==> src/rtl/arpc_pkg.sv <==
// Shared types and codes for the ARP responder with resolution cache.
// Holds the probe token that walks the cache cells and the result layout.
// No dependencies.
package arpc_pkg;

    localparam int IP_W      = 32;
    localparam int MAC_W     = 48;
    localparam int CFG_ADDR_W = 8;

    // register indexes on the configuration port
    localparam logic [CFG_ADDR_W-1:0] REG_OWN_IP  = 8'd0;
    localparam logic [CFG_ADDR_W-1:0] REG_OWN_MAC = 8'd1;

    // ARP opcodes as seen on the wire and in the result
    localparam logic [15:0] OP_REQUEST = 16'd1;
    localparam logic [15:0] OP_REPLY   = 16'd2;
    localparam logic [1:0]  FOP_NONE    = 2'd0;
    localparam logic [1:0]  FOP_REQUEST = 2'd1;
    localparam logic [1:0]  FOP_REPLY   = 2'd2;

    // result status codes
    localparam logic [2:0] ST_OK        = 3'd0;
    localparam logic [2:0] ST_TOO_SHORT = 3'd1;
    localparam logic [2:0] ST_NOT_US    = 3'd2;
    localparam logic [2:0] ST_BAD_OP    = 3'd3;
    localparam logic [2:0] ST_FULL      = 3'd4;

    // token kinds travelling down the cell row
    localparam logic KIND_SEARCH = 1'b0;
    localparam logic KIND_WRITE  = 1'b1;

    localparam logic [MAC_W-1:0] MAC_BROADCAST = {MAC_W{1'b1}};

    // One token in the cell row. On a search, hit/mac/free collect what the
    // cells found. On a write, hit selects update-in-place versus fill of the
    // first free entry, and done marks that some cell already took it.
    typedef struct packed {
        logic             act;
        logic             kind;
        logic [IP_W-1:0]  ip;
        logic [MAC_W-1:0] mac;
        logic             hit;
        logic             free;
        logic             done;
    } t_probe;

    // Result item, send_frame in the lowest bit.
    typedef struct packed {
        logic [2:0]       status;
        logic [MAC_W-1:0] lookup_mac;
        logic             lookup_hit;
        logic [IP_W-1:0]  frame_tgt_ip;
        logic [MAC_W-1:0] frame_target_mac;
        logic [MAC_W-1:0] frame_dest_mac;
        logic [1:0]       frame_opcode;
        logic             send_frame;
    } t_result;

endpackage

==> src/rtl/arpc_cell.sv <==
// One cache entry (IP, MAC, valid) with its stage of the probe row.
// Depends on arpc_pkg for the probe token type.
module arpc_cell (
    input  logic             i_clk,
    input  logic             i_rst_n,
    input  arpc_pkg::t_probe i_probe,
    output arpc_pkg::t_probe o_probe
);

    logic                       r_valid;
    logic [arpc_pkg::IP_W-1:0]  r_ip;
    logic [arpc_pkg::MAC_W-1:0] r_mac;
    arpc_pkg::t_probe           r_probe;
    arpc_pkg::t_probe           n_probe;
    logic                       w_match;
    logic                       w_take;

    assign w_match = r_valid && (r_ip == i_probe.ip);
    // a write goes to the first matching entry, or to the first free one
    assign w_take  = i_probe.act && (i_probe.kind == arpc_pkg::KIND_WRITE) && !i_probe.done
                     && (i_probe.hit ? w_match : !r_valid);

    always_comb begin
        n_probe = i_probe;
        if (i_probe.act && (i_probe.kind == arpc_pkg::KIND_SEARCH)) begin
            if (w_match && !i_probe.hit) begin
                n_probe.hit = 1'b1;
                n_probe.mac = r_mac;
            end
            if (!r_valid) begin
                n_probe.free = 1'b1;
            end
        end
        if (w_take) begin
            n_probe.done = 1'b1;
        end
    end

    always_ff @(posedge i_clk) begin
        if (!i_rst_n) begin
            r_valid     <= 1'b0;
            r_probe.act <= 1'b0;
        end else begin
            r_probe <= n_probe;
            if (w_take) begin
                r_valid <= 1'b1;
            end
        end
        if (w_take) begin
            r_ip  <= i_probe.ip;
            r_mac <= i_probe.mac;
        end
    end

    assign o_probe = r_probe;

endmodule

==> src/rtl/arp_responder_with_cache.sv <==
// Top level of the ARP responder with a resolution cache.
// Depends on arpc_pkg and arpc_cell (one cell per cache entry).
//
// Usage:
//   Slave stream: one request per beat. tuser = req_type (0 received ARP
//   packet, 1 lookup of an IP). tdata carries the parsed packet fields and
//   the query address. Master stream: exactly one result per request.
//   Configuration channel: write own_ip (index 0) or own_mac (index 1)
//   while no request is in flight; it is always ready.
// Flow:
//   A packet dropped for length, target or opcode has its result written
//   straight into the output register, or into the hold register on a stall.
//   Lookups and accepted packets send a search token through the row of
//   ENTRIES cells, one cell per cycle, and the result is built from the
//   token that leaves the last cell. One request is handled at a time.
//   A cache write token follows the search down the row; later searches
//   trail it, so they always see the updated entry.
// Reset: clears all valid bits, own_ip and own_mac, and any tokens in flight.
// Stall: a finished result waits in the output register; one more result
//   can be parked in a hold register, which holds the slave side until it drains.
module arp_responder_with_cache #(
    parameter int ENTRIES       = 16,
    parameter int MIN_FRAME_LEN = 28
) (
    input  logic                             i_clk,
    input  logic                             i_rst_n,
    // slave request stream
    input  logic                             i_s_tvalid,
    output logic                             o_s_tready,
    // tdata, low bit up: frame_len[15:0], arp_opcode[31:16],
    // snd_mac[79:32], snd_ip[111:80], tgt_ip[143:112],
    // eth_src_mac[191:144], query_ip[223:192]
    input  logic [223:0]                     i_s_tdata,
    // tuser: req_type
    input  logic                             i_s_tuser,
    // master result stream
    output logic                             o_m_tvalid,
    input  logic                             i_m_tready,
    // tdata, low bit up: send_frame[0], frame_opcode[2:1],
    // frame_dest_mac[50:3], frame_target_mac[98:51], frame_tgt_ip[130:99],
    // lookup_hit[131], lookup_mac[179:132], status[182:180], zero pad[183]
    output logic [183:0]                     o_m_tdata,
    // configuration write channel
    input  logic                             i_cfg_valid,
    output logic                             o_cfg_ready,
    input  logic [arpc_pkg::CFG_ADDR_W-1:0]  i_cfg_addr,
    input  logic [arpc_pkg::MAC_W-1:0]       i_cfg_data
);

    localparam logic [1:0] S_IDLE   = 2'd0;
    localparam logic [1:0] S_SEARCH = 2'd1;
    localparam logic [1:0] S_HOLD   = 2'd2;

    logic [1:0]                 r_state, n_state;
    logic [arpc_pkg::IP_W-1:0]  r_own_ip;
    logic [arpc_pkg::MAC_W-1:0] r_own_mac;

    // request held while its search runs
    logic                       r_is_lookup, n_is_lookup;
    logic                       r_is_arp_req, n_is_arp_req;
    logic [arpc_pkg::IP_W-1:0]  r_s_ip, n_s_ip;
    logic [arpc_pkg::MAC_W-1:0] r_s_mac, n_s_mac;
    logic [arpc_pkg::MAC_W-1:0] r_e_src, n_e_src;
    logic [arpc_pkg::IP_W-1:0]  r_q_ip, n_q_ip;

    arpc_pkg::t_probe           r_head, n_head;
    arpc_pkg::t_probe           w_link [ENTRIES+1];

    logic                       r_out_valid, n_out_valid;
    arpc_pkg::t_result          r_out, n_out;
    arpc_pkg::t_result          r_hold, n_hold;
    arpc_pkg::t_result          w_res;
    logic                       w_res_valid;
    logic                       w_out_free;

    // unpacked request fields
    logic [15:0]                w_frame_len;
    logic [15:0]                w_opcode;
    logic [arpc_pkg::MAC_W-1:0] w_snd_mac;
    logic [arpc_pkg::IP_W-1:0]  w_snd_ip;
    logic [arpc_pkg::IP_W-1:0]  w_tgt_ip;
    logic [arpc_pkg::MAC_W-1:0] w_eth_src;
    logic [arpc_pkg::IP_W-1:0]  w_query_ip;

    assign w_frame_len  = i_s_tdata[15:0];
    assign w_opcode     = i_s_tdata[31:16];
    assign w_snd_mac    = i_s_tdata[79:32];
    assign w_snd_ip     = i_s_tdata[111:80];
    assign w_tgt_ip     = i_s_tdata[143:112];
    assign w_eth_src    = i_s_tdata[191:144];
    assign w_query_ip   = i_s_tdata[223:192];

    assign o_s_tready  = (r_state == S_IDLE);
    assign o_cfg_ready = 1'b1;
    assign w_out_free  = !r_out_valid || i_m_tready;

    // row of cache cells; the head register feeds the first cell
    assign w_link[0] = r_head;
    for (genvar g = 0; g < ENTRIES; g++) begin : g_cell
        arpc_cell u_cell (
            .i_clk   (i_clk),
            .i_rst_n (i_rst_n),
            .i_probe (w_link[g]),
            .o_probe (w_link[g+1])
        );
    end

    always_comb begin
        n_state      = r_state;
        n_is_lookup  = r_is_lookup;
        n_is_arp_req = r_is_arp_req;
        n_s_ip       = r_s_ip;
        n_s_mac      = r_s_mac;
        n_e_src      = r_e_src;
        n_q_ip       = r_q_ip;
        n_head       = '0;
        n_out_valid  = r_out_valid;
        n_out        = r_out;
        n_hold       = r_hold;
        w_res        = '0;
        w_res_valid  = 1'b0;

        if (r_out_valid && i_m_tready) begin
            n_out_valid = 1'b0;
        end

        unique case (r_state)
            S_IDLE: begin
                if (i_s_tvalid) begin
                    n_is_lookup  = i_s_tuser;
                    n_is_arp_req = (w_opcode == arpc_pkg::OP_REQUEST);
                    n_s_ip       = w_snd_ip;
                    n_s_mac      = w_snd_mac;
                    n_e_src      = w_eth_src;
                    n_q_ip       = w_query_ip;
                    if (i_s_tuser) begin
                        n_head.act  = 1'b1;
                        n_head.kind = arpc_pkg::KIND_SEARCH;
                        n_head.ip   = w_query_ip;
                        n_state     = S_SEARCH;
                    end else if (w_frame_len < 16'(MIN_FRAME_LEN)) begin
                        w_res.status = arpc_pkg::ST_TOO_SHORT;
                        w_res_valid  = 1'b1;
                    end else if (w_tgt_ip != r_own_ip) begin
                        w_res.status = arpc_pkg::ST_NOT_US;
                        w_res_valid  = 1'b1;
                    end else if ((w_opcode != arpc_pkg::OP_REQUEST)
                                 && (w_opcode != arpc_pkg::OP_REPLY)) begin
                        w_res.status = arpc_pkg::ST_BAD_OP;
                        w_res_valid  = 1'b1;
                    end else begin
                        n_head.act  = 1'b1;
                        n_head.kind = arpc_pkg::KIND_SEARCH;
                        n_head.ip   = w_snd_ip;
                        n_state     = S_SEARCH;
                    end
                end
            end
            S_SEARCH: begin
                // wait for our search token; an earlier write token may pass first
                if (w_link[ENTRIES].act && (w_link[ENTRIES].kind == arpc_pkg::KIND_SEARCH)) begin
                    w_res_valid = 1'b1;
                    if (r_is_lookup) begin
                        if (w_link[ENTRIES].hit) begin
                            w_res.lookup_hit = 1'b1;
                            w_res.lookup_mac = w_link[ENTRIES].mac;
                        end else begin
                            w_res.send_frame     = 1'b1;
                            w_res.frame_opcode   = arpc_pkg::FOP_REQUEST;
                            w_res.frame_dest_mac = arpc_pkg::MAC_BROADCAST;
                            w_res.frame_tgt_ip   = r_q_ip;
                        end
                    end else begin
                        if (r_is_arp_req) begin
                            w_res.send_frame       = 1'b1;
                            w_res.frame_opcode     = arpc_pkg::FOP_REPLY;
                            w_res.frame_dest_mac   = r_e_src;
                            w_res.frame_target_mac = r_e_src;
                            w_res.frame_tgt_ip     = r_s_ip;
                        end
                        if (w_link[ENTRIES].hit || w_link[ENTRIES].free) begin
                            // launch the learn token: update in place or fill
                            n_head.act  = 1'b1;
                            n_head.kind = arpc_pkg::KIND_WRITE;
                            n_head.ip   = r_s_ip;
                            n_head.mac  = r_s_mac;
                            n_head.hit  = w_link[ENTRIES].hit;
                        end else begin
                            w_res.status = arpc_pkg::ST_FULL;
                        end
                    end
                end
            end
            S_HOLD: begin
                if (w_out_free) begin
                    n_out       = r_hold;
                    n_out_valid = 1'b1;
                    n_state     = S_IDLE;
                end
            end
            default: begin
                n_state = S_IDLE;
            end
        endcase

        // deliver the result, or park it while the receiver stalls
        if (w_res_valid) begin
            if (w_out_free) begin
                n_out       = w_res;
                n_out_valid = 1'b1;
                n_state     = S_IDLE;
            end else begin
                n_hold  = w_res;
                n_state = S_HOLD;
            end
        end
    end

    always_ff @(posedge i_clk) begin
        if (!i_rst_n) begin
            r_state     <= S_IDLE;
            r_head.act  <= 1'b0;
            r_out_valid <= 1'b0;
            r_own_ip    <= '0;
            r_own_mac   <= '0;
        end else begin
            r_state     <= n_state;
            r_head      <= n_head;
            r_out_valid <= n_out_valid;
            if (i_cfg_valid) begin
                unique case (i_cfg_addr)
                    arpc_pkg::REG_OWN_IP:  r_own_ip  <= i_cfg_data[arpc_pkg::IP_W-1:0];
                    arpc_pkg::REG_OWN_MAC: r_own_mac <= i_cfg_data;
                    default: begin
                    end
                endcase
            end
        end
        r_is_lookup  <= n_is_lookup;
        r_is_arp_req <= n_is_arp_req;
        r_s_ip       <= n_s_ip;
        r_s_mac      <= n_s_mac;
        r_e_src      <= n_e_src;
        r_q_ip       <= n_q_ip;
        r_out        <= n_out;
        r_hold       <= n_hold;
    end

    // own_mac goes into the sender field of the frame built downstream;
    // the result carries only the fields that vary per request
    logic w_own_mac_unused;
    assign w_own_mac_unused = ^r_own_mac;

    assign o_m_tvalid = r_out_valid;
    assign o_m_tdata  = {w_own_mac_unused & 1'b0, r_out};

endmodule
==> config.mk <==
export PLATFORM = sky130hd
export DESIGN_NAME = arp_responder_with_cache
export DESIGN_NICKNAME = d
export VERILOG_FILES = /design/src/rtl/arpc_pkg.sv /design/src/rtl/arpc_cell.sv /design/src/rtl/arp_responder_with_cache.sv
export SDC_FILE = /design/constraint.sdc
export NUM_CORES = 2
export LEC_CHECK = 0
export CAP_MARGIN = 25
export CORE_ASPECT_RATIO = 1.4
export CORE_MARGIN = 1.5
export CORE_UTILIZATION = 35
export DETAILED_ROUTE_END_ITERATION = 8
export DONT_BUFFER_PORTS = 1
export PLACE_DENSITY_LB_ADDON = 0.3
export SLEW_MARGIN = 20
export SYNTH_ARGS = -nofsm -noshare
export SYNTH_HDL_FRONTEND = slang
export SYNTH_SLANG_ARGS = --single-unit
==> constraint.sdc <==
create_clock -name i_clk -period 32.2 [get_ports i_clk]
set_clock_uncertainty 0.2 [all_clocks]
set_input_delay 6.44 -clock i_clk [delete_from_list [all_inputs] [get_ports i_clk]]
set_output_delay 6.44 -clock i_clk [all_outputs]
set_load 0.005 [all_outputs]
* Word-level counts from Yosys, hierarchy flattened *
Index checks and enable logic that the tools add are counted.

word-level totals
  bits in read-only memories = 0
  memories kept = 0
  bits of input ports = 286
  register bits after elaboration = 3,269
  latch bits = 0
  word-level logic and storage cells = 509
  memory bits (writable) = 0

operators by class
  reduce and logical (&&, ||, !) cells = 155
  multipliers = 0
  div/mod/pow operators = 0
  order comparisons = 1
  multiplexer cells = 116
  add/subtract/negate cells = 0
  equal/unequal tests = 28
  bitwise operators = 21
  shift operators = 0

operators by type and width
  kind                                                    count
  two-way mux 183 bit                                     5
  two-way mux 49 bit                                      18
  two-way mux 50 bit                                      16
  == test 32 bit                                          16
  two-way mux 83 bit                                      3
  two-way mux 180 bit                                     1
  two-way mux 34 bit                                      5
  two-way mux 131 bit                                     1
  two-way mux 51 bit                                      2
  logical AND 1 bit                                       98
  case mux 34 bit (2 select lines)                        1
  two-way mux 32 bit                                      2
  zero test 1 bit                                         48
  two-way mux 48 bit                                      1
  two-way mux 1 bit                                       43
  inequality test 32 bit                                  1
  two-way mux 2 bit                                       13
  inverter 1 bit                                          21
  == test 16 x 1 -> 1 bit, second input constant          1
  < comparator 16 x 5 -> 1 bit, second input constant     1
  inequality test 16 x 1 -> 1 bit, second input constant  1
  inequality test 16 x 2 -> 1 bit, second input constant  1
  inequality test 4 bit, second input constant            3
  zero test 8 bit                                         1
  14 further kinds                                        18

* Logic depth before layout (Yosys ltp) *
  depth after elaboration = 10
  mapped depth = 8
  mapped depth without buffers = 6

* Cells and area by module *
A second synthesis with hierarchy kept.

unflattened totals
  cells, all modules = 6,310
  area total of the unflattened synthesis = 123,096.8 um^2

by module, submodules not included
  module                    seq. area each (um^2)  instances  cells an instance  area each (um^2)
  arpc_cell                 4,964.8                16         283                6,102.1
  arp_responder_with_cache  17,206.5               1          1,782              25,463.2

* Least setup slack after synthesis *
Ideal clock, no wire load.

  path kind = input to register
  from = input port i_s_tvalid
  to = register r_hold[0] (netlist name) (enable)
  slack = 7,267 ps
  stages = 4
  data arrival time = 24,169 ps
  setup time = 564 ps
  cell sequence = nor3b_1 nand2b_1 nor2_1 a22o_1

between the ends
  word-level cells in the longest chain between the ends = 3

RTL lines
  what                                  RTL line                         text
  start, declared                       arp_responder_with_cache.sv:28   input logic i_s_tvalid,
  two-way mux 1 bit                     arp_responder_with_cache.sv:129  if (i_s_tvalid) begin
  case mux 1 bit (2 select lines)       arp_responder_with_cache.sv:127  unique case (r_state)
  AND reduction 2 bit (no source line)  -
  end signal, assigned                  arp_responder_with_cache.sv:246  r_hold <= n_hold;
  end, declared                         arp_responder_with_cache.sv:71   arpc_pkg::t_result r_hold, n_hold;

No other way between the ends.
A chain may end at the register's enable or synchronous reset.

* Worst setup path after layout *
  from = input port i_s_tdata[3]
  to = register r_hold[156] (netlist name) (enable)

between the ends
  word-level cells in the longest chain between the ends = 6

RTL lines
  what                                  RTL line                         text
  start, declared                       arp_responder_with_cache.sv:33   input logic [223:0] i_s_tdata,
  < comparator 16 x 5 -> 1 bit          arp_responder_with_cache.sv:141  end else if (w_frame_len < 16'(MIN_FRAME_LEN)) begin
  two-way mux 1 bit                     arp_responder_with_cache.sv:141
  two-way mux 1 bit                     arp_responder_with_cache.sv:136  if (i_s_tuser) begin
  two-way mux 1 bit                     arp_responder_with_cache.sv:129
  case mux 1 bit (2 select lines)       arp_responder_with_cache.sv:127
  AND reduction 2 bit (no source line)  -

No other way between the ends.

==> flow_metrics.py <==
metrics = {
    "yosys": {
        "yosysWarnings": 0,
        "mappedNetlistArea_sq_um": 119000,
        "ys_ff_latch": 3269,
        "synth_nets": 6373,
        "syn_avg_cell_area_sq_um": 19.5,
        "synth_compound_gate_area_share_pct": 2.45,
        "synth.lib_cells_used.distinct": 55,
        "synth_async_sr_flop_share_pct": 0,
        "post_synth_xor_area_fraction_pct": 3.93,
        "synth_top_family_by_area": "multiplexers",
        "synth_simple_gate_area_share_pct": 3.08,
        "synthMuxAreaShare_pct": 9.35,
        "yosys.area_share.adder_pct": 0,
        "synth_edf_count": 3018,
        "synth-seq-area-share_pct": 80.4,
        "count_of_mapped_cells_out_of_synthesis": 6087,
        "synth_ff_type": "edfxtp_1",
    },
    "sta": {
        "layout_worst_path_cycle_share_pct": 31.1,
        "setup-tns-final_ps": 0,
        "rsz0062_at_grt": "no",
        "final_hold_slack_ps": 210,
        "min_period_ps": 10020,
        "setup-violations-final": 0,
        "report.final.slew_viol_count": 0,
        "worstMarginPinSlew_ps": 1190,
        "relSlewSlack_pct": 20.5,
        "max_freq_ghz": 0.0998,
        "final_number_of_hold_violating_endpoints": 0,
    },
    "critical_path": {
        "worst-endpoint-arrival_ps": 10270,
        "path_common_cell": "buf_4",
        "worstPathBufferInverterCount": 2,
        "timing_worst_setup_path_type": "in -> reg",
        "worst-endpoint-required_ps": 32450,
        "critPathCaptureType": "flop",
        "timing.critical_path.cells": "and3_1, nor4_1, a211oi_1, nand3_1, a22o_4, buf_4, buf_4",
        "critPathMaxFanout": 72,
        "critPathMaxStageDelay_ps": 880,
        "crit_path_start_kind": "input pin",
        "cp_top_family": "buffers and inverters",
        "cpMaxStageDelayCell": "buf_4",
    },
    "clocking": {
        "tritoncts.num_buffers": 337,
        "cts_num_sinks": 3269,
        "clock_tree.root_cell": "clkbuf_16",
        "cts-root-to-sink-buffers": 4,
        "post-cts-setup-buffer-count": 0,
        "post_cts.resized_instances": 0,
        "cts-hold-fix-buffers": 0,
        "clk_transition_reported_paths_ps": 60,
        "htree_num_levels": 5,
        "clock_latency_on_the_worst_skew_pair_ps": 860,
        "tritoncts": "built",
    },
    "pwr": {
        "cellLeakagePower_nw": 45.0,
        "cellPowerDensity_nw_per_um2": 64.5,
        "ir_drop_worst_vdd_mv": 0.0509,
    },
    "hold_path": {
        "min-delay-path-class": "reg -> reg",
    },
    "global_route": {
        "grt_max_degree": 266,
        "grt_pass1_vias": 52400,
        "grt_antenna_before_repair": 12,
        "grt_pass1_wl_mm": 312,
        "groute.usage.overall_pct": 11.5,
        "grt-ovfl-total": 0,
    },
    "drt": {
        "drt-total-wl_mm": 202,
        "vias": 50200,
        "ant_nets": 0,
        "drcViolationCount": 0,
        "drtPass1Iterations": 5,
        "avgViaCountPerCell": 4.55,
        "initialDrtViolationCount": 3138,
        "drt-wirelength-per-cell_um": 18.3,
    },
    "place": {
        "dp_cells": 10400,
        "gp_congestion": 0.870,
        "place_hpwl_mm": 133,
        "numPortBuffers": 0,
    },
    "die": {
        "floorplan.die.height_um": 693,
        "placementRows": 253,
        "initial_utilization_pct": 35.1,
        "io_pins": 473,
        "design.die.area_sq_um": 343000,
        "die-width_um": 496,
        "core_sq_um": 339000,
    },
    "job": {
        "drv.max_cap_violation_count": 0,
    },
    "final_layout": {
        "post_route_cells_drive_above_1_share_pct": 24.0,
        "final.fill_count": 30000,
        "synthToLayoutAreaGrowth_pct": 13.8,
        "post-route-util_pct": 40.0,
        "stdcell_count": 11000,
        "num-nets-final": 6587,
    },
    "outcome": {
        "status": "finished clean",
    },
}
## final cells by class
| cell class | count | area [sq um] | area share (%) |
|---|---|---|---|
| diodes | 9 | 22.5 | 0.0166 |
| clock buffers | 434 | 9060 | 6.69 |
| clock inverters | 165 | 1490 | 1.10 |
| inverters | 29 | 109 | 0.0804 |
| multi-input cells | 2595 | 22600 | 16.7 |
| flip-flops and latches | 3269 | 95700 | 70.6 |
| well taps | 4462 | 5580 | 4.12 |
| repair buffers | 69 | 841 | 0.621 |
## synthesized netlist by cell type, drive strengths merged, types with 20 or more instances
| master | number | area share [%] |
|---|---|---|
| edfxtp | 3018 | 76 |
| mux2 | 935 | 8.9 |
| nor4 | 65 | 0.34 |
| xnor2 | 384 | 2.8 |
| nand2b | 20 | 0.11 |
| a22o | 65 | 0.48 |
| a21o | 33 | 0.21 |
| and3 | 51 | 0.27 |
| a211oi | 22 | 0.14 |
| inv | 29 | 0.092 |
| dfxtp | 251 | 4.2 |
| a21boi | 38 | 0.24 |
| nand2 | 129 | 0.41 |
| or2 | 55 | 0.29 |
| buf | 54 | 0.24 |
| o2bb2ai | 53 | 0.39 |
| o21ai | 48 | 0.20 |
| nor2 | 55 | 0.17 |
| a21oi | 88 | 0.37 |
| and2 | 120 | 0.63 |
| nor3 | 27 | 0.11 |
| clkbuf | 140 | 0.44 |
| nand4 | 103 | 0.54 |
| xor2 | 150 | 1.1 |
| o21bai | 33 | 0.21 |
| mux2i | 52 | 0.44 |
## stage by stage
stage / power [mW] / setup WS (ps) / area [sq um]
global route: 9.05 / 21900 / 135000
detailed placement: 5.12 / 21220 / 125000
floorplan: 5.02 / 7270 / 119000
global placement: 5.12 / 21290 / 124000
CTS: 8.87 / 22150 / 135000
finish: 8.73 / 22180 / 135000
## final timing paths
check        slack (ps)                                   end                              startpoint  cells past startpoint
max reg2reg       27550                 r_hold[156]$_DFFE_PP_               r_own_ip[30]$_SDFFE_PN0P_                      7
min                 210  g_cell[2].u_cell.r_mac[21]$_DFFE_PP_  g_cell[1].u_cell.o_probe[24]$_DFFE_PP_                      0
max               22180                 r_hold[156]$_DFFE_PP_                            i_s_tdata[3]                      7
min reg2reg         210  g_cell[2].u_cell.r_mac[21]$_DFFE_PP_  g_cell[1].u_cell.o_probe[24]$_DFFE_PP_                      0
## state kept, by name, indices dropped and copies added (netlist names)
name and flops:
g_cell.u_cell.o_probe 1327, g_cell.u_cell.r_mac 768, g_cell.u_cell.r_ip 512, o_m_tdata 183, r_hold 183, r_head 83
r_e_src 48, r_s_mac 48, r_own_ip 32, r_q_ip 32, r_s_ip 32, g_cell.u_cell.r_valid 16
r_state 2, o_m_tvalid 1, r_is_arp_req 1, r_is_lookup 1
## metal layers
metal	wire length, um	GRT usage, %	part of all wire [%]	vias up
met3	10800	2.50	5.3	404
met4	6330	4.03	3.1	2
met5	12	0	0.0059	-
met2	102000	19.9	50	986
met1	83100	14.0	41	24800
li1	-	-	-	24000
## cells in the final DEF, fill, tap and decap left out, types with 65 or more instances in the layout
| cell | instances |
|---|---|
| xnor2_1 | 384 |
| xor2_1 | 150 |
| edfxtp_1 | 3018 |
| nand2_1 | 126 |
| dfxtp_1 | 251 |
| clkbuf_1 | 79 |
| a21oi_1 | 87 |
| mux2_2 | 915 |
| nor4_1 | 65 |
| nand4_1 | 103 |
| clkbuf_16 | 344 |
| and2_1 | 117 |
## report_power, final
part | switching (mW) | internal [mW]
clock network | 1.55 | 2.16
registers | 0.0859 | 4.77
logic | 0.0924 | 0.0770
## cells by family after synthesis
kind of cell,after synthesis
flip-flops,3269
AND/OR/NAND/NOR,662
XOR/XNOR,534
multiplexers,987
buffers and inverters,223
AO/OA/AOI/OAI,410
other,2
No activity file was read; power rests on OpenSTA's default activity.
